## src/design/ehcs_pkg.sv

```systemverilog
package ehcs_pkg;

   localparam int FLOOR_W = 4;
   localparam int FLOORS  = 1 << FLOOR_W;
   localparam int HEAD_W  = 2;

   localparam logic [FLOOR_W-1:0] FLOOR_MAX = FLOOR_W'(FLOORS - 1);
   localparam logic [FLOOR_W-1:0] FLOOR_MIN = '0;
   localparam logic [FLOOR_W-1:0] FLOOR_RESET = FLOOR_W'(1);
   localparam logic [FLOOR_W-1:0] TOP_RESET = FLOOR_MAX;
   localparam logic [FLOOR_W-1:0] BOTTOM_RESET = FLOOR_MIN;

   localparam logic [HEAD_W-1:0] HEAD_NONE = 2'd0;
   localparam logic [HEAD_W-1:0] HEAD_UP   = 2'd1;
   localparam logic [HEAD_W-1:0] HEAD_DOWN = 2'd2;

   localparam logic ACTION_CALL = 1'b0;
   localparam logic ACTION_TICK = 1'b1;

   localparam logic CALL_UP   = 1'b0;
   localparam logic CALL_DOWN = 1'b1;

   localparam logic CSR_TOP_FLOOR    = 1'b0;
   localparam logic CSR_BOTTOM_FLOOR = 1'b1;

   typedef logic [FLOORS-1:0] floor_map_type;

endpackage

```

## src/design/elevator_hall_call_scheduler.sv

```systemverilog
// A request beat moves from the input register to the response register.
// Throughput: one item per cycle unless the response side stalls; the input register
// and the response register form a two-stage pipeline, and all scheduling for an item
// is combinational against the call maps, so items may follow back to back.
// Reset (synchronous, active high): call maps cleared, car at floor 1, heading none,
// top floor 15, bottom floor 0, both pipeline stages empty.
module elevator_hall_call_scheduler (
   input  logic                           clock,
   input  logic                           reset,
   input  logic                           req_valid,
   output logic                           req_ready,
   input  logic                           req_action,
   input  logic [ehcs_pkg::FLOOR_W-1:0]   req_call_floor,
   input  logic                           req_call_heading,
   output logic                           rsp_valid,
   input  logic                           rsp_ready,
   output logic [ehcs_pkg::FLOOR_W-1:0]   rsp_car_floor,
   output logic [ehcs_pkg::HEAD_W-1:0]    rsp_car_heading,
   output logic                           rsp_call_accepted,
   input  logic                           csr_valid,
   output logic                           csr_ready,
   input  logic                           csr_index,
   input  logic [ehcs_pkg::FLOOR_W-1:0]   csr_wdata
);
   import ehcs_pkg::*;

   logic                 in_valid_ff;
   logic                 in_action_ff;
   logic [FLOOR_W-1:0]   in_floor_ff;
   logic                 in_dir_ff;

   logic [FLOOR_W-1:0]   top_ff;
   logic [FLOOR_W-1:0]   bottom_ff;

   floor_map_type        up_ff, up_in;
   floor_map_type        down_ff, down_in;
   logic [FLOOR_W-1:0]   floor_ff, floor_in;
   logic [HEAD_W-1:0]    heading_ff, heading_in;

   logic                 out_valid_ff;
   logic [FLOOR_W-1:0]   out_floor_ff;
   logic [HEAD_W-1:0]    out_heading_ff;
   logic                 out_accepted_ff;

   logic                 advance;
   logic                 fire;
   logic                 accepted;
   floor_map_type        bounds, gt_mask, lt_mask, pend;
   logic                 above, below;
   logic                 found;
   logic [FLOOR_W-1:0]   low_idx;

   assign advance   = !out_valid_ff || rsp_ready;
   assign fire      = in_valid_ff && advance;
   assign req_ready = !reset && (!in_valid_ff || advance);
   assign csr_ready = !reset;

   assign rsp_valid         = out_valid_ff;
   assign rsp_car_floor     = out_floor_ff;
   assign rsp_car_heading   = out_heading_ff;
   assign rsp_call_accepted = out_accepted_ff;

   always_comb begin
      // above looks up to the top bound only, below down to the bottom bound only
      for (int i = 0; i < FLOORS; i++) begin
         bounds[i]  = (FLOOR_W'(i) >= bottom_ff) && (FLOOR_W'(i) <= top_ff);
         gt_mask[i] = (FLOOR_W'(i) > floor_ff) && (FLOOR_W'(i) <= top_ff);
         lt_mask[i] = (FLOOR_W'(i) < floor_ff) && (FLOOR_W'(i) >= bottom_ff);
      end
      above = |((up_ff | down_ff) & gt_mask);
      below = |((up_ff | down_ff) & lt_mask);

      up_in      = up_ff;
      down_in    = down_ff;
      floor_in   = floor_ff;
      heading_in = heading_ff;
      accepted   = 1'b0;

      if (in_action_ff == ACTION_CALL) begin
         if ((in_floor_ff <= top_ff) && (in_floor_ff >= bottom_ff)) begin
            accepted = 1'b1;
            if (in_dir_ff == CALL_UP) begin
               up_in[in_floor_ff] = 1'b1;
            end else begin
               down_in[in_floor_ff] = 1'b1;
            end
         end
      end else begin
         unique case (heading_ff)
            HEAD_UP: begin
               up_in[floor_ff] = 1'b0;
               if (!above) begin
                  down_in[floor_ff] = 1'b0;
                  heading_in = below ? HEAD_DOWN : HEAD_NONE;
               end
            end
            HEAD_DOWN: begin
               down_in[floor_ff] = 1'b0;
               if (!below) begin
                  up_in[floor_ff] = 1'b0;
                  heading_in = above ? HEAD_UP : HEAD_NONE;
               end
            end
            default: begin
               // parked: board a call at the car's own floor, up first
               heading_in = HEAD_NONE;
               if (up_ff[floor_ff]) begin
                  heading_in = HEAD_UP;
                  up_in[floor_ff] = 1'b0;
               end else if (down_ff[floor_ff]) begin
                  heading_in = HEAD_DOWN;
                  down_in[floor_ff] = 1'b0;
               end
            end
         endcase
      end

      // lowest pending call within bounds
      pend    = (up_in | down_in) & bounds;
      found   = 1'b0;
      low_idx = '0;
      for (int i = FLOORS - 1; i >= 0; i--) begin
         if (pend[i]) begin
            found   = 1'b1;
            low_idx = FLOOR_W'(i);
         end
      end

      if (in_action_ff == ACTION_TICK) begin
         if ((heading_in == HEAD_NONE) && found) begin
            heading_in = (low_idx > floor_ff) ? HEAD_UP : HEAD_DOWN;
         end
         // hold at the served bounds and at the ends of the shaft
         if (heading_in == HEAD_UP) begin
            if ((floor_ff < top_ff) && (floor_ff != FLOOR_MAX)) begin
               floor_in = floor_ff + FLOOR_W'(1);
            end
         end else if (heading_in == HEAD_DOWN) begin
            if ((floor_ff > bottom_ff) && (floor_ff != FLOOR_MIN)) begin
               floor_in = floor_ff - FLOOR_W'(1);
            end
         end
      end
   end

   always_ff @(posedge clock) begin
      if (reset) begin
         in_valid_ff  <= 1'b0;
         out_valid_ff <= 1'b0;
         top_ff       <= TOP_RESET;
         bottom_ff    <= BOTTOM_RESET;
         up_ff        <= '0;
         down_ff      <= '0;
         floor_ff     <= FLOOR_RESET;
         heading_ff   <= HEAD_NONE;
      end else begin
         if (req_ready) begin
            in_valid_ff <= req_valid;
         end
         if (advance) begin
            out_valid_ff <= in_valid_ff;
         end
         if (fire) begin
            up_ff      <= up_in;
            down_ff    <= down_in;
            floor_ff   <= floor_in;
            heading_ff <= heading_in;
         end
         if (csr_valid && csr_ready) begin
            if (csr_index == CSR_TOP_FLOOR) begin
               top_ff <= csr_wdata;
            end else begin
               bottom_ff <= csr_wdata;
            end
         end
      end
   end

   // payload registers: no reset
   always_ff @(posedge clock) begin
      if (req_valid && req_ready) begin
         in_action_ff <= req_action;
         in_floor_ff  <= req_call_floor;
         in_dir_ff    <= req_call_heading;
      end
      if (fire) begin
         out_floor_ff    <= floor_in;
         out_heading_ff  <= heading_in;
         out_accepted_ff <= accepted;
      end
   end

endmodule

```

## config.mk

```make
export PLATFORM = sky130hd
export DESIGN_NAME = elevator_hall_call_scheduler
export DESIGN_NICKNAME = d
export VERILOG_FILES = /design/src/design/ehcs_pkg.sv /design/src/design/elevator_hall_call_scheduler.sv
export SDC_FILE = /design/constraint.sdc
export NUM_CORES = 1
export LEC_CHECK = 0
export BUFFER_PORTS_ARGS = -buffer_cell sky130_fd_sc_hd__buf_4
export CAP_MARGIN = 25
export CELL_PAD_IN_SITES_DETAIL_PLACEMENT = 0
export CELL_PAD_IN_SITES_GLOBAL_PLACEMENT = 2
export CORE_MARGIN = 1
export CORE_UTILIZATION = 34
export CTS_BUF_LIST = sky130_fd_sc_hd__clkbuf_4 sky130_fd_sc_hd__clkbuf_8
export DETAILED_ROUTE_END_ITERATION = 7
export PLACE_DENSITY_LB_ADDON = 0.1
export SYNTH_ARGS = -nofsm -noshare
export SYNTH_HDL_FRONTEND = slang
export SYNTH_SLANG_ARGS = --single-unit
```

## constraint.sdc

```tcl
create_clock -name clock -period 5.3 [get_ports clock]
set_clock_uncertainty 0.05 [all_clocks]
set_input_delay 0.795 -clock clock [delete_from_list [all_inputs] [get_ports clock]]
set_output_delay 0.795 -clock clock [all_outputs]
set_load 0.02 [all_outputs]
```

Word level (Yosys, flattened, before mapping)
Index checks and enable logic that the tools add are counted.
{"block": "word_totals", "out_inout_bits": 10, "inputBits": 16, "elab_cells": 245, "register_bits": 61}
{"block": "classes", "n_reduce_logical": 69, "add_sub_neg": 2, "magnitude_cmp": 73, "eq_ne": 5, "n_mux": 71, "bitwise": 11}
{"cell": "$mux W16", "count": 11}
{"cell": "$mux W4", "count": 21}
{"cell": "$and A16 B16 Y16", "count": 5}
{"cell": "$or A16 B16 Y16", "count": 4}
{"cell": "$pmux W16 S2", "count": 2}
{"cell": "$logic_and A1 B1 Y1", "count": 58}
{"cell": "$ge A4 B4 Y1 const A", "count": 8}
{"cell": "$gt A4 B4 Y1 const A", "count": 8}
{"cell": "$le A4 B4 Y1 const A", "count": 8}
{"cell": "$lt A4 B4 Y1 const A", "count": 8}
{"cell": "$reduce_or A16 Y1", "count": 2}
{"cell": "$mux W1", "count": 22}
{"cell": "$mux W2", "count": 10}
{"cell": "$ge A3 B4 Y1 const A", "count": 4}
{"cell": "$gt A3 B4 Y1 const A", "count": 4}
{"cell": "$le A3 B4 Y1 const A", "count": 4}
{"cell": "$lt A3 B4 Y1 const A", "count": 4}
{"cell": "$not A16 Y16", "count": 1}
{"cell": "$lt A4 B5 Y1 const B", "count": 2}
{"cell": "$bmux W1 S4", "count": 2}
{"cell": "$demux W1 S4", "count": 2}
{"cell": "$ge A1 B4 Y1 const A", "count": 2}
{"cell": "$ge A2 B4 Y1 const A", "count": 2}
{"cell": "$ge A4 B1 Y1 const B", "count": 2}
{"cell": "other kinds (22)", "count": 35}

Longest topological paths before layout
{"block": "logic_depth", "word_depth": 36, "depth_mapped": 30, "ltp_nobuf": 26}

Worst setup path after synthesis
OpenSTA, ideal clock, no wires.
{"block": "synth_timing", "path_type": "flip-flop to flip-flop", "start": "reg floor_ff[1]", "end": "reg floor_ff[3]", "path_slack_ps": -159, "n_path_buf": 2, "synth_period_minus_slack_ps": 5459, "setup_time_ps": 123, "path_stages_with_launch": 29, "required_ps": 5127, "arrival_ps": 5285, "cell_sequence": "dfxtp_1 buf_2 buf_4 inv_1 ha_1 nor3b_4 o22ai_1 a311oi_2 o2111ai_4 o31ai_2 a21oi_1 o31ai_1 o21ai_0 a21bo_2 a21oi_1 o211ai_1 and4_1 o21ai_0 ha_1 nor2b_1 o21ai_0 nand2b_1 a21oi_1 a41o_1 nor2_1 a211oi_2 and3_1 a31oi_4 mux2_1"}
{"block": "synth_via", "elab_chain_cells": 36, "word_cells_on_any_way": 152, "cone_classes": "add/sub: 2; order compare: 37; eq/ne: 3; mux: 63; bitwise: 7; reduce/logical: 40"}
{"item": "start, declared", "line_no": "elevator_hall_call_scheduler.sv:37", "rtl": "logic [FLOOR_W-1:0] floor_ff, floor_in;"}
{"item": "start signal, assigned", "line_no": "elevator_hall_call_scheduler.sv:166", "rtl": "floor_ff <= floor_in;"}
{"item": "$lt A4 B5 Y1 (not written as such) or $ge A4 B1 Y1 (tied branches)"}
{"item": "$logic_and A1 B1 Y1 (not written as such)"}
{"item": "$mux W1 (not written as such)"}
{"item": "$demux W1 S4"}
{"item": "$not A16 Y16 (no source line)"}
{"item": "$and A16 B16 Y16 (no source line)"}
{"item": "$mux W16", "line_no": "elevator_hall_call_scheduler.sv:110", "rtl": "end else if (down_ff[floor_ff]) begin"}
{"item": "$mux W16", "line_no": "elevator_hall_call_scheduler.sv:107", "rtl": "if (up_ff[floor_ff]) begin"}
{"item": "[20 not listed]"}
{"item": "$gt A4 B4 Y1", "line_no": "elevator_hall_call_scheduler.sv:131", "rtl": "heading_in = (low_idx > floor_ff) ? HEAD_UP : HEAD_DOWN;"}
{"item": "$mux W2", "line_no": "elevator_hall_call_scheduler.sv:131"}
{"item": "$mux W2", "line_no": "elevator_hall_call_scheduler.sv:130", "rtl": "if ((heading_in == HEAD_NONE) && found) begin"}
{"item": "$mux W2", "line_no": "elevator_hall_call_scheduler.sv:129", "rtl": "if (in_action_ff == ACTION_TICK) begin"}
{"item": "$eq A2 B2 Y1", "line_no": "elevator_hall_call_scheduler.sv:138", "rtl": "end else if (heading_in == HEAD_DOWN) begin"}
{"item": "$mux W4", "line_no": "elevator_hall_call_scheduler.sv:138"}
{"item": "$mux W4 *", "line_no": "elevator_hall_call_scheduler.sv:134", "rtl": "if (heading_in == HEAD_UP) begin"}
{"item": "$mux W4 *", "line_no": "elevator_hall_call_scheduler.sv:129"}
Every way passes the cells marked *; elsewhere a longest branch is shown, timed or not. The select of a mux whose other input is x is not followed.
A chain may end at the register's enable or synchronous reset.

Final worst setup path
Ends and elaborated chain as after synthesis.

==> metrics <==
top cells by count, synth nor2_1, nand2_1, a21oi_1, o21ai_0, dfxtp_1; kind of critical path flop to flop; endpoints failing setup 5; total CTS buffers 9; Congestion Overflow GR 0; CTS tree yes; row count 48; TritonRoute pass-1 iters 5; #FFs+latches synth 61; top-count cell post-synth nor2_1; Max stage delay on crit path 0.40 ns; Via Count 8,243; Max Root-Sink Buffers 2; critical path arrival 5.60 ns; power per standard cell area 256 nW/um^2; r2r endpoint floor_ff[3]; R2R setup slack -0.07 ns; Setup crit end floor_ff[3]; Syn Inst Count 817; min Tclk post-route 5.37 ns; post-synthesis sequential area ratio 0.224; Nets 1,122; # IOs 26; Critical Path Source floor_ff[1]; slew at the pin with the worst max-slew slack 0.664 ns; CTS Hold Buffers Added 0; Slew HR 0.554; Area Overhead vs Synth 52.7%; CP delay by family, top compound AO/OA/AOI/OAI gates; final worst path period share 1.01; Mapped Area 6040 sq um; final hold vios 0; Design Power 2360 uW; total track usage 0.374; Clk pin slew, worst setup/hold paths 0.10 ns; LEAKAGE 0.00377 uW; fin. max-slew vios 0; Top cell by count, worst path buf_4; yosys warns 0; Clk Latency, worst-skew pair 0.39 ns; DR WL/cell 25.8 um; Mean Syn Cell Area 7.40 sq um; Req. time, crit path 5.53 ns; unrepaired setup endpoints after global routing yes; CP Buf/Inv Count 2; synth top area cells dfxtp_1, a21oi_1, edfxtp_1; R2R cell count 25; CP Launch Type flop; area share of the largest cell type after synthesis 0.159; Synth area leader dfxtp_1; setup_tns -0.273 ns; number of flops mapped to enable cells by yosys 13; status finished with violations; fmax 0.186 GHz; CTS sink cnt 61; Die W 135 um; DRT Wirelength 33.8 mm; vias in the first global route 7,750; failing checks negative setup slack; worst hold slack 0.428 ns; Initial Util 0.348; Synth Flop Type dfxtp_1; crit path max fanout 7; CP max stage cell dfxtp_4; die area 18,300 sq um; fillers 1,654; Ant. Diodes 0; syn nets 858; port bufs 25; first-pass GRT wire length 49.3 mm; Hold Crit Class flop to flop; CP endpoint kind flop; asr flop ratio synth 0; core area 17,400 sq um; routed vias/inst 6.29; gpl congestion 1.01; Die Height 135 um; Yosys cell types 94; largest net degree at the start of global routing 43; Clock Root Buffer clkbuf_8; H-tree level count 3; First DRT Iteration DRCs 925; Critical Path Stages 25; number of routed nets with antenna violations 0; max-cap viol count 0; highest ir drop seen on vdd 0.000148 V; FF-to-FF Start floor_ff[1]; layout cells sized above 1 0.394; DRC Markers 0; worst setup margin -0.0744 ns; detailed placement HPWL 26.2 mm; initial antenna violation count 0
[state kept, by name (all words and copies together) (netlist names), 2 cells and up]
signal	cells
rsp_car_heading	2
bottom_ff	4
down_ff	16
rsp_car_floor	4
top_ff	4
in_floor_ff	4
heading_ff	2
up_ff	16
floor_ff	4
[per-stage QoR]
stage	setup slack [ns]	std cells	cell area (sq um)	util
2_1_floorplan	0.0122	817	6100	-
3_3_place_gp	-0.642	1273	8350	0.481
3_5_place_dp	-0.584	1273	8350	0.481
4_1_cts	0.00496	1300	8870	0.511
5_1_grt	-0.275	1311	9230	0.532
6_report	-0.0744	1311	9230	0.532
[repair_timing]
action                                 4_1_cts  5_1_grt
setup endpoints to repair                   12       12
endpoints found under the hold margin        0        0
buffers inserted                            12       11
pin swaps                                   25       30
resized for setup                           56       49
[where the power goes]
group | switching [uW] | internal, uW
sequential | 27.2 | 503
combinational | 734 | 612
clock | 247 | 233
total | 1010 | 1350
[cell type report]
class | count | area [sq um] | area share
Clock buffer | 10 | 138 | 0.0149
Tap cell | 225 | 282 | 0.0305
Clock inverter | 6 | 70.1 | 0.00760
Sequential cell | 61 | 1360 | 0.148
Multi-Input combinational cell | 673 | 4800 | 0.520
Timing Repair Buffer | 308 | 2460 | 0.267
Inverter | 28 | 113 | 0.0122
[how the worst min path moves through the flow]
| stage | from | end | slack (ns) | depth (start not counted) |
|---|---|---|---|---|
| 6_report | bottom_ff[2] | bottom_ff[2] | 0.43 | 2 |
| 5_1_grt | bottom_ff[2] | bottom_ff[2] | 0.45 | 2 |
| 4_1_cts | bottom_ff[2] | bottom_ff[2] | 0.43 | 2 |
| 3_5_place_dp | bottom_ff[2] | bottom_ff[2] | 0.42 | 2 |
| 3_3_place_gp | bottom_ff[2] | bottom_ff[2] | 0.41 | 2 |
| 2_1_floorplan | down_ff[15] | down_ff[15] | 0.42 | 2 |
[cell families (layout without fill, tap and decap cells)]
family          Yosys count  after routing  share of synthesized area
mux                      18             18                     0.0329
xor+xnor                  2              2                    0.00290
fa+ha+maj                25             25                     0.0518
flops                    61             61                      0.224
buf+inv                  83            352                     0.0617
compound gates          323            323                      0.380
simple gates            305            305                      0.247
[metal layers]
layer | GRT usage | routed length (um) | share of wire
met1 | 0.495 | 14000 | 0.41
met4 | 0.176 | 1710 | 0.051
met5 | 0 | 0 | 0
met3 | 0.0838 | 3330 | 0.099
met2 | 0.571 | 14700 | 0.44
[placed cells by master, fill, tap and decap left out, types with 4 or more instances in the layout]
| master | count |
|---|---|
| a211oi_1 | 9 |
| a21o_1 | 10 |
| a21oi_1 | 75 |
| a21oi_2 | 4 |
| a221oi_1 | 4 |
| a22o_1 | 4 |
| a22oi_1 | 5 |
| a31oi_1 | 13 |
| and2_1 | 5 |
| and3_1 | 11 |
| buf_12 | 9 |
| buf_4 | 290 |
| buf_6 | 8 |
| clkbuf_8 | 10 |
| dfxtp_1 | 45 |
| edfxtp_1 | 13 |
| ha_1 | 21 |
| ha_4 | 4 |
| inv_1 | 25 |
| mux2_2 | 4 |
| mux2i_1 | 11 |
| nand2_1 | 81 |
| nand2b_1 | 15 |
| nand3_1 | 20 |
| nand4_1 | 6 |
| nor2_1 | 84 |
| nor2b_1 | 12 |
| nor3_1 | 23 |
| nor3_2 | 7 |
| nor4_1 | 6 |
| o211ai_1 | 4 |
| o21a_1 | 10 |
| o21ai_0 | 52 |
| o21ai_1 | 12 |
| o221ai_1 | 10 |
| o31a_1 | 9 |
| o31ai_1 | 7 |
| o32ai_1 | 4 |
[worst register-to-register path, delay by kind of cell, from the launching register on]
| kind | cells | cell delay [ns] |
|---|---|---|
| DFF | 1 | 0.40 |
| AOI/OAI and AO/OA | 13 | 2.57 |
| muxes | 1 | 0.31 |
| buffers and inverters | 2 | 0.32 |
| adders and majority gates | 2 | 0.46 |
| and+or+nand+nor | 7 | 1.14 |
Note: power is estimated with default switching activity, not from simulation.
